### src/ktt_pkg.sv
// Shared types and codes for the keyed timer table.
`timescale 1ns / 1ps
`default_nettype none

package ktt_pkg;

	// Function codes of an input transaction
	localparam logic FUNC_ADD  = 1'b0;
	localparam logic FUNC_TICK = 1'b1;

	// Result kinds
	localparam logic KIND_STATUS = 1'b0;
	localparam logic KIND_EXPIRY = 1'b1;

	// Add status codes
	localparam logic [1:0] STATUS_OK       = 2'd0;
	localparam logic [1:0] STATUS_NULL_KEY = 2'd1;
	localparam logic [1:0] STATUS_FULL     = 2'd2;

	// Field widths fixed by the interface
	localparam int unsigned DEADLINE_W = 32;
	localparam int unsigned TAG_W      = 32;
	localparam int unsigned LEN_W      = 16;

	typedef struct packed {
		logic        func;
		logic [7:0]  client_key;
		logic [15:0] timeout_seconds;
		logic [31:0] payload_tag;
		logic [15:0] payload_length;
	} ktt_in_t;

	typedef struct packed {
		logic        result_kind;
		logic [1:0]  add_status;
		logic [7:0]  expired_key;
		logic [31:0] expired_tag;
		logic [15:0] expired_length;
		logic        last_of_run;
	} ktt_out_t;

	// Controller to datapath
	typedef struct packed {
		logic start;
		logic step;
		logic finish;
	} ktt_cmd_t;

	// Datapath to controller
	typedef struct packed {
		logic req_null;
		logic tick;
		logic pend_v;
		logic out_free;
		logic hold;
		logic last_idx;
	} ktt_sts_t;

endpackage

`default_nettype wire

### src/keyed_timer_table.sv
// Keyed one-shot timer table: one add or tick transaction at a time, slots scanned in order.
// An add answers with a status after a scan of every slot, a null-key add without a scan.
// A tick scans one slot per cycle from the slot memory read port, stalled while an expiry
// waits on a full result register; the next transaction is accepted after the scan ends.
// Reset clears the seconds count and frees every slot at once, no clear pass.
`timescale 1ns / 1ps
`default_nettype none

module keyed_timer_table #(
	parameter int unsigned SLOTS    = 16,
	parameter int unsigned KEY_BITS = 8
) (
	input  wire logic              clk,
	input  wire logic              arst_n,
	input  wire logic              req_valid,
	output logic                   req_ready,
	input  wire ktt_pkg::ktt_in_t  req,
	output logic                   rsp_valid,
	input  wire logic              rsp_ready,
	output ktt_pkg::ktt_out_t      rsp
);

	ktt_pkg::ktt_cmd_t cmd;
	ktt_pkg::ktt_sts_t sts;

	ktt_ctrl u_ctrl (
		.clk       (clk),
		.arst_n    (arst_n),
		.req_valid (req_valid),
		.req_ready (req_ready),
		.sts       (sts),
		.cmd       (cmd)
	);

	ktt_datapath #(
		.SLOTS    (SLOTS),
		.KEY_BITS (KEY_BITS)
	) u_datapath (
		.clk       (clk),
		.arst_n    (arst_n),
		.req       (req),
		.cmd       (cmd),
		.sts       (sts),
		.rsp_valid (rsp_valid),
		.rsp_ready (rsp_ready),
		.rsp       (rsp)
	);

endmodule

`default_nettype wire

### src/ktt_ctrl.sv
// Sequencing state machine of the keyed timer table.
`timescale 1ns / 1ps
`default_nettype none

module ktt_ctrl (
	input  wire logic              clk,
	input  wire logic              arst_n,
	input  wire logic              req_valid,
	output logic                   req_ready,
	input  wire ktt_pkg::ktt_sts_t sts,
	output ktt_pkg::ktt_cmd_t      cmd
);

	typedef enum logic [1:0] {
		ST_IDLE,
		ST_PRIME,
		ST_SCAN,
		ST_FINISH
	} state_t;

	state_t state_q;

	// Drive commands from the current state
	always_comb begin
		req_ready  = (state_q == ST_IDLE);
		cmd.start  = req_valid && (state_q == ST_IDLE);
		cmd.step   = (state_q == ST_SCAN) && !sts.hold;
		cmd.finish = (state_q == ST_FINISH) && (sts.out_free || (sts.tick && !sts.pend_v));
	end

	// Advance state
	always_ff @(posedge clk or negedge arst_n) begin
		if (!arst_n) begin
			state_q <= ST_IDLE;
		end else begin
			case (state_q)
				ST_IDLE: begin
					if (cmd.start) begin
						state_q <= sts.req_null ? ST_FINISH : ST_PRIME;
					end
				end
				ST_PRIME: begin
					state_q <= ST_SCAN;
				end
				ST_SCAN: begin
					if (cmd.step && sts.last_idx) begin
						state_q <= ST_FINISH;
					end
				end
				ST_FINISH: begin
					if (cmd.finish) begin
						state_q <= ST_IDLE;
					end
				end
				default: begin
					state_q <= ST_IDLE;
				end
			endcase
		end
	end

endmodule

`default_nettype wire

### src/ktt_datapath.sv
// Slot memory, scan index, clock count and result register of the keyed timer table.
`timescale 1ns / 1ps
`default_nettype none

module ktt_datapath #(
	parameter int unsigned SLOTS    = 16,
	parameter int unsigned KEY_BITS = 8
) (
	input  wire logic              clk,
	input  wire logic              arst_n,
	input  wire ktt_pkg::ktt_in_t  req,
	input  wire ktt_pkg::ktt_cmd_t cmd,
	output ktt_pkg::ktt_sts_t      sts,
	output logic                   rsp_valid,
	input  wire logic              rsp_ready,
	output ktt_pkg::ktt_out_t      rsp
);

	localparam int unsigned IDX_W = (SLOTS > 1) ? $clog2(SLOTS) : 1;
	localparam int unsigned DL_W  = ktt_pkg::DEADLINE_W;
	localparam int unsigned TAG_W = ktt_pkg::TAG_W;
	localparam int unsigned LEN_W = ktt_pkg::LEN_W;
	localparam int unsigned REC_W = KEY_BITS + DL_W + TAG_W + LEN_W;

	// Slot record memory: key, deadline, tag, length
	logic [REC_W-1:0] mem [SLOTS];
	logic [REC_W-1:0] rd_q;

	logic [DL_W-1:0]     seconds_q;
	logic                req_func_q;
	logic                req_null_q;
	logic [KEY_BITS-1:0] req_key_q;
	logic [15:0]         req_timeout_q;
	logic [TAG_W-1:0]    req_tag_q;
	logic [LEN_W-1:0]    req_len_q;

	logic [IDX_W-1:0] idx_q;
	logic             match_v_q;
	logic [IDX_W-1:0] match_idx_q;
	logic             free_v_q;
	logic [IDX_W-1:0] free_idx_q;

	logic             pend_v_q;
	logic [7:0]       pend_key_q;
	logic [TAG_W-1:0] pend_tag_q;
	logic [LEN_W-1:0] pend_len_q;

	logic [SLOTS-1:0] active_q;
	logic [SLOTS-1:0] written_q;

	logic              rsp_valid_q;
	ktt_pkg::ktt_out_t rsp_q;

	logic [KEY_BITS-1:0] in_key;
	logic                last_idx;
	logic [IDX_W-1:0]    idx_nxt;
	logic [IDX_W-1:0]    rd_addr;
	logic [KEY_BITS-1:0] rd_key;
	logic [DL_W-1:0]     rd_deadline;
	logic [TAG_W-1:0]    rd_tag;
	logic [LEN_W-1:0]    rd_len;
	logic [DL_W-1:0]     diff;
	logic                expired_here;
	logic                key_hit;
	logic                out_free;
	logic                found;
	logic [IDX_W-1:0]    pick;
	logic                do_write;
	logic                emit_pend;
	ktt_pkg::ktt_out_t   emit_val;
	logic                emit;

	// Decode the incoming key and the scan position
	always_comb begin
		in_key      = KEY_BITS'(req.client_key);
		last_idx    = (idx_q == IDX_W'(SLOTS - 1));
		idx_nxt     = last_idx ? '0 : idx_q + 1'b1;
		rd_addr     = cmd.step ? idx_nxt : idx_q;
		rd_key      = rd_q[REC_W-1 -: KEY_BITS];
		rd_deadline = rd_q[DL_W+TAG_W+LEN_W-1 -: DL_W];
		rd_tag      = rd_q[TAG_W+LEN_W-1 -: TAG_W];
		rd_len      = rd_q[LEN_W-1:0];
	end

	// Evaluate the slot under the scan index
	always_comb begin
		diff         = seconds_q - rd_deadline;
		expired_here = (req_func_q == ktt_pkg::FUNC_TICK) && active_q[idx_q] && !diff[DL_W-1];
		key_hit      = written_q[idx_q] && (rd_key == req_key_q);
		out_free     = !rsp_valid_q || rsp_ready;
		found        = match_v_q || free_v_q;
		pick         = match_v_q ? match_idx_q : free_idx_q;
		do_write     = cmd.finish && (req_func_q == ktt_pkg::FUNC_ADD) && !req_null_q && found;
		emit_pend    = cmd.step && expired_here && pend_v_q;
	end

	// Select the result to load
	always_comb begin
		emit_val = '0;
		emit     = 1'b0;
		if (emit_pend) begin
			emit_val.result_kind    = ktt_pkg::KIND_EXPIRY;
			emit_val.expired_key    = pend_key_q;
			emit_val.expired_tag    = pend_tag_q;
			emit_val.expired_length = pend_len_q;
			emit                    = 1'b1;
		end else if (cmd.finish) begin
			if (req_func_q == ktt_pkg::FUNC_TICK) begin
				emit_val.result_kind    = ktt_pkg::KIND_EXPIRY;
				emit_val.expired_key    = pend_key_q;
				emit_val.expired_tag    = pend_tag_q;
				emit_val.expired_length = pend_len_q;
				emit_val.last_of_run    = 1'b1;
				emit                    = pend_v_q;
			end else begin
				emit_val.result_kind = ktt_pkg::KIND_STATUS;
				emit_val.last_of_run = 1'b1;
				if (req_null_q) begin
					emit_val.add_status = ktt_pkg::STATUS_NULL_KEY;
				end else if (found) begin
					emit_val.add_status = ktt_pkg::STATUS_OK;
				end else begin
					emit_val.add_status = ktt_pkg::STATUS_FULL;
				end
				emit = 1'b1;
			end
		end
	end

	// Report status to the controller
	always_comb begin
		sts.req_null = (req.func == ktt_pkg::FUNC_ADD) && (in_key == '0);
		sts.tick     = (req_func_q == ktt_pkg::FUNC_TICK);
		sts.pend_v   = pend_v_q;
		sts.out_free = out_free;
		sts.hold     = expired_here && pend_v_q && !out_free;
		sts.last_idx = last_idx;
	end

	// Write the chosen slot and read the next one
	always_ff @(posedge clk) begin
		if (do_write) begin
			mem[pick] <= {req_key_q, seconds_q + DL_W'(req_timeout_q), req_tag_q, req_len_q};
		end
		rd_q <= mem[rd_addr];
	end

	// Capture the transaction payload
	always_ff @(posedge clk) begin
		if (cmd.start) begin
			req_func_q    <= req.func;
			req_null_q    <= sts.req_null;
			req_key_q     <= in_key;
			req_timeout_q <= req.timeout_seconds;
			req_tag_q     <= req.payload_tag;
			req_len_q     <= req.payload_length;
		end
	end

	// Hold the expiry waiting for a successor
	always_ff @(posedge clk) begin
		if (cmd.step && expired_here) begin
			pend_key_q <= 8'(rd_key);
			pend_tag_q <= rd_tag;
			pend_len_q <= rd_len;
		end
	end

	// Advance clock count, scan index and search results
	always_ff @(posedge clk or negedge arst_n) begin
		if (!arst_n) begin
			seconds_q   <= '0;
			idx_q       <= '0;
			match_v_q   <= 1'b0;
			match_idx_q <= '0;
			free_v_q    <= 1'b0;
			free_idx_q  <= '0;
			pend_v_q    <= 1'b0;
			active_q    <= '0;
			written_q   <= '0;
		end else begin
			if (cmd.start) begin
				if (req.func == ktt_pkg::FUNC_TICK) begin
					seconds_q <= seconds_q + 1'b1;
				end
				idx_q     <= '0;
				match_v_q <= 1'b0;
				free_v_q  <= 1'b0;
				pend_v_q  <= 1'b0;
			end
			if (cmd.step) begin
				idx_q <= idx_nxt;
				if (req_func_q == ktt_pkg::FUNC_ADD) begin
					if (!match_v_q && key_hit) begin
						match_v_q   <= 1'b1;
						match_idx_q <= idx_q;
					end
					if (!free_v_q && !active_q[idx_q]) begin
						free_v_q   <= 1'b1;
						free_idx_q <= idx_q;
					end
				end else if (expired_here) begin
					active_q[idx_q] <= 1'b0;
					pend_v_q        <= 1'b1;
				end
			end
			if (do_write) begin
				active_q[pick]  <= 1'b1;
				written_q[pick] <= 1'b1;
			end
			if (cmd.finish) begin
				pend_v_q <= 1'b0;
			end
		end
	end

	// Hold the result until taken
	always_ff @(posedge clk or negedge arst_n) begin
		if (!arst_n) begin
			rsp_valid_q <= 1'b0;
		end else if (emit) begin
			rsp_valid_q <= 1'b1;
		end else if (rsp_ready) begin
			rsp_valid_q <= 1'b0;
		end
	end

	always_ff @(posedge clk) begin
		if (emit) begin
			rsp_q <= emit_val;
		end
	end

	assign rsp_valid = rsp_valid_q;
	assign rsp       = rsp_q;

endmodule

`default_nettype wire
### config.mk
export PLATFORM = sky130hd
export DESIGN_NAME = keyed_timer_table
export DESIGN_NICKNAME = d
export VERILOG_FILES = /design/src/ktt_pkg.sv /design/src/keyed_timer_table.sv /design/src/ktt_ctrl.sv /design/src/ktt_datapath.sv
export SDC_FILE = /design/constraint.sdc
export NUM_CORES = 2
export LEC_CHECK = 0
export BUFFER_PORTS_ARGS = -buffer_cell sky130_fd_sc_hd__buf_2
export CAP_MARGIN = 20
export CORE_UTILIZATION = 41
export DETAILED_ROUTE_END_ITERATION = 7
export GPL_TIMING_DRIVEN = 1
export PLACE_DENSITY = 0.63
export SETUP_SLACK_MARGIN = 0.3
export SLEW_MARGIN = 20
export SYNTH_ARGS = -nofsm -noshare
export SYNTH_HDL_FRONTEND = slang
export SYNTH_SLANG_ARGS = --single-unit
### constraint.sdc
create_clock -name clk -period 18.7 [get_ports clk]
set_clock_uncertainty 0.1 [all_clocks]
set_input_delay 3.74 -clock clk [delete_from_list [all_inputs] [get_ports clk]]
set_output_delay 3.74 -clock clk [all_outputs]
set_load 0.02 [all_outputs]
# Yosys cells after proc, flatten, opt, wreduce, memory -nomap -nowiden
# Memories as Yosys holds them, arrays and structs flattened. A register that Yosys moved wholly into a read port is not among the register bits.
# Cells that the tools add are included.
# totals
reg_bits,272
mem_bits_rw,1408
inputBits,77
out_inout_bits,62
wordCells,142
n_memories,1
# op_classes
n_addsub,4
order_cmp,4
n_eq_ne,8
n_mux,49
bitwise_logic,7
reduce_logical,42
# memory_table
memory,words,word_bits,read_ports,rd_clocked_by_memory_dff,write_ports,line_no,source
u_datapath.mem,16,88,1,1,1,ktt_datapath.sv:26,logic [REC_W-1:0] mem [SLOTS];
# ops
operator,count
$mux 56,2
$mux 16,4
$mux 60,1
$add 32x1->32 const B,1
$add 32x16->32,1
$or 16x16->16,2
$sub 32x32->32,1
$mux 1,25
$logic_and 1x1->1,20
$mux 4,5
$and 16x16->16,1
$not 16->16,1
$mux 2,7
$lt 4x5->1 const B,2
$logic_not 1->1,9
$reduce_and 3->1,3
$bmux 1 s4,2
$demux 1 s4,2
$eq 8x8->1,1
$ge 4x1->1 const B,2
$logic_not 8->1,1
$pmux 2 s4,1
$add 4x1->4 const B,1
$eq 2x2->1 const B,2
other kinds (11),17

# Longest topological paths before layout
# depth
ltp_word,12
depth_mapped,16
mapped_depth_nobuf,13

# Modules after synthesis
# Synthesis repeated with hierarchy kept, for this count alone.
# hier_totals
hier_cells,3229
area_unflattened_um2,67357.1
# modules_own_cells
module,n_inst,cells_each,area_each_um2
ktt_datapath,1,3208,67146.9
ktt_ctrl,1,21,210.2

# Worst setup path before layout
# OpenSTA, ideal clock, no wires.
# synth_timing
kind,input to register
start,in rsp_ready
end,"reg u_datapath.rsp_q (netlist bit u_datapath.rsp[0]), enable pin"
setup_time_ns,0.499
arrival_time_ns,9.839
required_time_ns,18.101
slack_ns,8.261
path_stages,6
path_buffers,0
cell_sequence,inv_1 > nand3_1 > nand3_1 > nor2_1 > inv_1 > a21oi_1
# synth_between
elab_chain_len,8
elab_cells_between_ends,11
cone_classes,mux (2); reduce/logical (9)
# synth_lines
item,line_no,source
from (decl),keyed_timer_table.sv:19,"input wire logic rsp_ready,"
$logic_or 1x1->1 *,ktt_datapath.sv:90,out_free = !rsp_valid_q || rsp_ready;
$logic_not 1->1,ktt_datapath.sv:136,sts.hold = expired_here && pend_v_q && !out_free;
$logic_and 1x1->1,ktt_datapath.sv:136,
$logic_not 1->1,ktt_ctrl.sv:27,cmd.step = (state_q == ST_SCAN) && !sts.hold;
$logic_and 1x1->1,ktt_ctrl.sv:27,
$logic_and 1x1->1 (2 in a row),ktt_datapath.sv:94,emit_pend = cmd.step && expired_here && pend_v_q;
$mux 1 *,ktt_datapath.sv:101,if (emit_pend) begin
via u_datapath.emit,ktt_datapath.sv:71,logic emit;
to (signal assigned),ktt_datapath.sv:230,rsp_q <= emit_val;
to (decl),ktt_datapath.sv:52,ktt_pkg::ktt_out_t rsp_q;
# The timed path passes the listed nets; every way through them passes the cells marked *.
# A chain may end at the register's enable or synchronous reset.

# Final worst setup path
# layout_timing
start,in rsp_ready
end,reg u_datapath.rd_q[2] (read register of u_datapath.mem)
# layout_between
elab_chain_len,6
# layout_lines
item,line_no,source
$logic_or 1x1->1,ktt_datapath.sv:90,
$logic_not 1->1,ktt_datapath.sv:136,
$logic_and 1x1->1,ktt_datapath.sv:136,
$logic_not 1->1,ktt_ctrl.sv:27,
$logic_and 1x1->1,ktt_ctrl.sv:27,
$mux 4,ktt_datapath.sv:78,rd_addr = cmd.step ? idx_nxt : idx_q;
to (decl),ktt_datapath.sv:27,logic [REC_W-1:0] rd_q;
# Every way passes these cells.

==> run_results.csv <==
group,metric,value,unit
run_status,status,"completed",
worst_setup_path,cp-startpoint,"rsp_ready",
cts,cts_tree,"yes",
synthesis,async_flop_share,4.64,%
global_route,antenna_found_initial,4,
sta,setup_viol,0,
cts,ctsResizeCount,0,
cells_and_area,nFillCells,13700,
detailed_routing,dr.pass1.iters,5,
sta,setup_ws,10.33,ns
synthesis,avgSynthCellArea,18.1,um^2
sta,fin_tns_setup,0,ns
cts,cts_root_buffer,"clkbuf_16",
placement,post-place-cells,5909,
detailed_routing,num_vias,34100,
worst_setup_path,timing.rr.start,"u_datapath.seconds_q[2]",
sta,timing.final.max_slew_violations,0,
detailed_routing,wl_per_cell,25.8,um
die,die_h,407,um
cts,path_clk_slew,0.06,ns
cts,htree_levels,4,
placement,gp_congestion,0.770,
placement,pre_cts_ws,9.52,ns
detailed_routing,post_drt_via_cell_ratio,5.46,
sta,min_period_over_period,44.8,%
synthesis,synth-seq-cells,1768,
cts,cts_buffers,172,
worst_setup_path,end_kind,"register",
detailed_routing,routed_wl,161000,um
worst_setup_path,r2r-end,"u_datapath.rd_q[2]",
die,start_util,41.3,%
global_route,grt_pass1_vias,33400,
synthesis,syn_nets,3850,
cells_and_area,fin_nets,4040,
die,die_area,165000,um^2
synthesis,seq_area_frac_synth,77.2,%
power_and_ir_drop,leakagePower,28.6,nW
worst_setup_path,critical_path.max_fanout,140,
synthesis,synth-edff-count,1598,
cells_and_area,area_growth,13.9,%
global_route,grtUsageTotal,19.3,%
detailed_routing,drc_errors,0,
global_route,grt_max_degree,143,
sta,rsz0062_at_grt,"false",
placement,place_area,70500,um^2
cells_and_area,drive_gt1_share,17.4,%
cts,post_cts_buffers,0,
power_and_ir_drop,power,10.7,mW
worst_setup_path,reg2regPathDepth,14,
cells_and_area,final_cells,6232,
worst_setup_path,crit_end,"u_datapath.rd_q[2]",
synthesis,synth-main-ff-cell,"edfxtp_1",
cts,postCtsHoldBufs,0,
sta,slew_headroom,16.7,%
detailed_routing,drt_iter0_drc,3092,
die,core,163000,um^2
cells_and_area,fin_area,76400,um^2
sta,timing.fmax,0.119,GHz
power_and_ir_drop,irDropWorstVdd,0.000223,V
sta,final-hold-violation-count,0,
worst_setup_path,critPathRequiredTime,19.25,ns
worst_setup_path,crit_type,"input port to register",
worst_setup_path,startpoint_type,"input port",
die,fp-row-count,148,
power_and_ir_drop,power_density,141,nW/um^2
flow_run,drv_cap,0,
cts,clk_latency,0.80,ns
synthesis,synth_area,67100,um^2
cts,clk_path_buf_depth,3,
die,die_w,407,um
hold_path,hp-class,"register to register",
sta,finalCriticalPeriod,8.37,ns
synthesis,yosys_warnings,0,
sta,worst-slew-pin-transition,1.25,ns
synthesis,synth_cell_type_count,58,
synthesis,netlist_instances,3718,
cts,cts.sinks,1768,
worst_setup_path,regToRegSetupSlack,11.59,ns
placement,hpwl,76400,um
global_route,grt_pass1_wl,231000,um
detailed_routing,drtAntennaViolNets,0,
die,io_pins,139,
placement,place.port_buffers,138,
worst_setup_path,crit_arrival,8.92,ns
cells_and_area,final_core_util,47.0,%
sta,fin_hold_ws,0.303,ns
global_route,overflow,0,
## Yosys cell counts (all sizes together) (2+ instances only)
cell     count  area share, %
a21oi       25           0.19
or3          3          0.028
nor2        48           0.27
nand4       15           0.14
xor2        38           0.50
mux2i      536            8.0
or2          9          0.084
and3         8          0.075
a32o         2          0.030
a211oi       4          0.063
or4         88           0.98
xnor2       32           0.42
dfxtp       88            2.6
a32oi        2          0.026
nand2b      17           0.16
ha          54            1.0
and4         2          0.026
dfrtp       82            3.1
edfxtp    1598             71
a21boi       6          0.067
and2        62           0.58
nor3         6          0.045
mux4        10           0.34
nor4        10          0.093
a21o        12           0.13
o22ai      267            2.5
nand3       21           0.16
a2111oi      3          0.039
clkbuf     110           0.62
mux2       181            3.0
a22o        91            1.2
o21ai       51           0.38
a22oi        2          0.022
inv         62           0.35
nand2       70           0.39
nor2b       17           0.16
o21bai       3          0.034
buf         69           0.53
## registers in the layout (all words and copies together) (netlist names), 4 cells and up
| name | count |
|---|---|
| u_datapath.seconds_q | 32 |
| u_datapath.written_q | 16 |
| u_datapath.idx_q | 4 |
| u_datapath.rd_q | 88 |
| u_datapath.req_key_q | 8 |
| u_datapath.pend_len_q | 16 |
| u_datapath.active_q | 16 |
| u_datapath.pend_tag_q | 32 |
| u_datapath.match_idx_q | 4 |
| u_datapath.req_len_q | 16 |
| u_datapath.mem | 1408 |
| u_datapath.rsp | 60 |
| u_datapath.pend_key_q | 8 |
| u_datapath.req_tag_q | 32 |
| u_datapath.req_timeout_q | 16 |
| u_datapath.free_idx_q | 4 |
## metal layers
layer	vias to the layer above	GRT usage, %	share of wire (%)
met5	-	0	0
met4	0	5.49	2.3
met3	226	2.62	5.4
li1	15100	-	-
met1	17700	26.6	43
met2	1069	31.9	49
## critical path, stage by stage
cell and delay (ns):
buf_2 0.10, inv_1 0.06, nand3_1 0.16, inv_1 0.08, and3_1 0.20, a211oi_4 0.75, mux2i_4 0.33, buf_4 0.58
buf_4 0.86, buf_12 0.71, mux2_2 0.42, a22o_1 0.22, or4_1 0.47
## layout by cell type (no fill, tap or decap), drive strengths merged, types with 70 or more instances in the layout
cell / synthesis / routed
or4: 88 / 88
a22o: 91 / 91
mux2: 181 / 181
dfxtp: 88 / 88
mux2i: 536 / 536
buf: 69 / 195
inv: 62 / 70
clkbuf: 110 / 228
o22ai: 267 / 267
dfrtp: 82 / 82
edfxtp: 1598 / 1598
nand2: 70 / 70
## final cells by class
cell class	instances	area, um^2	share of cell area [%]
clock inverters	92	975	1.28
repair buffers	195	1190	1.56
flip-flops and latches	1768	51800	67.8
diodes	3	7.51	0.00982
clock buffers	228	4850	6.35
inverters	63	289	0.378
well taps	2175	2720	3.56
multi-input cells	1708	14600	19.1
## kinds of logic after synthesis
family | Yosys count | synth area share, %
fa+ha+maj | 55 | 1.04
flops | 1768 | 77.2
compound gates | 477 | 4.78
simple gates | 379 | 3.23
xor+xnor | 70 | 0.913
mux | 727 | 11.4
buf+inv | 242 | 1.50
## power breakdown
part / internal, mW / total, mW / leakage, nW / switching (mW)
clock: 2.09 / 3.55 / 2.87 / 1.46
sequential: 4.65 / 4.82 / 16.5 / 0.171
combinational: 1.07 / 2.37 / 9.29 / 1.30
## worst min-delay path by stage
stage,start,cells past startpoint,slack (ns),endpoint
global placement,u_datapath.rd_q[7],0,0.29,u_datapath.pend_len_q[7]
global route,u_datapath.rd_q[10],0,0.30,u_datapath.pend_len_q[10]
detailed placement,u_datapath.rd_q[10],0,0.29,u_datapath.pend_len_q[10]
CTS,u_datapath.rd_q[8],0,0.30,u_datapath.pend_len_q[8]
floorplan,u_datapath.rd_q[0],0,0.29,u_datapath.pend_len_q[0]
finish,u_datapath.rd_q[8],0,0.30,u_datapath.pend_len_q[8]
Power figures use the tool's default switching activity.
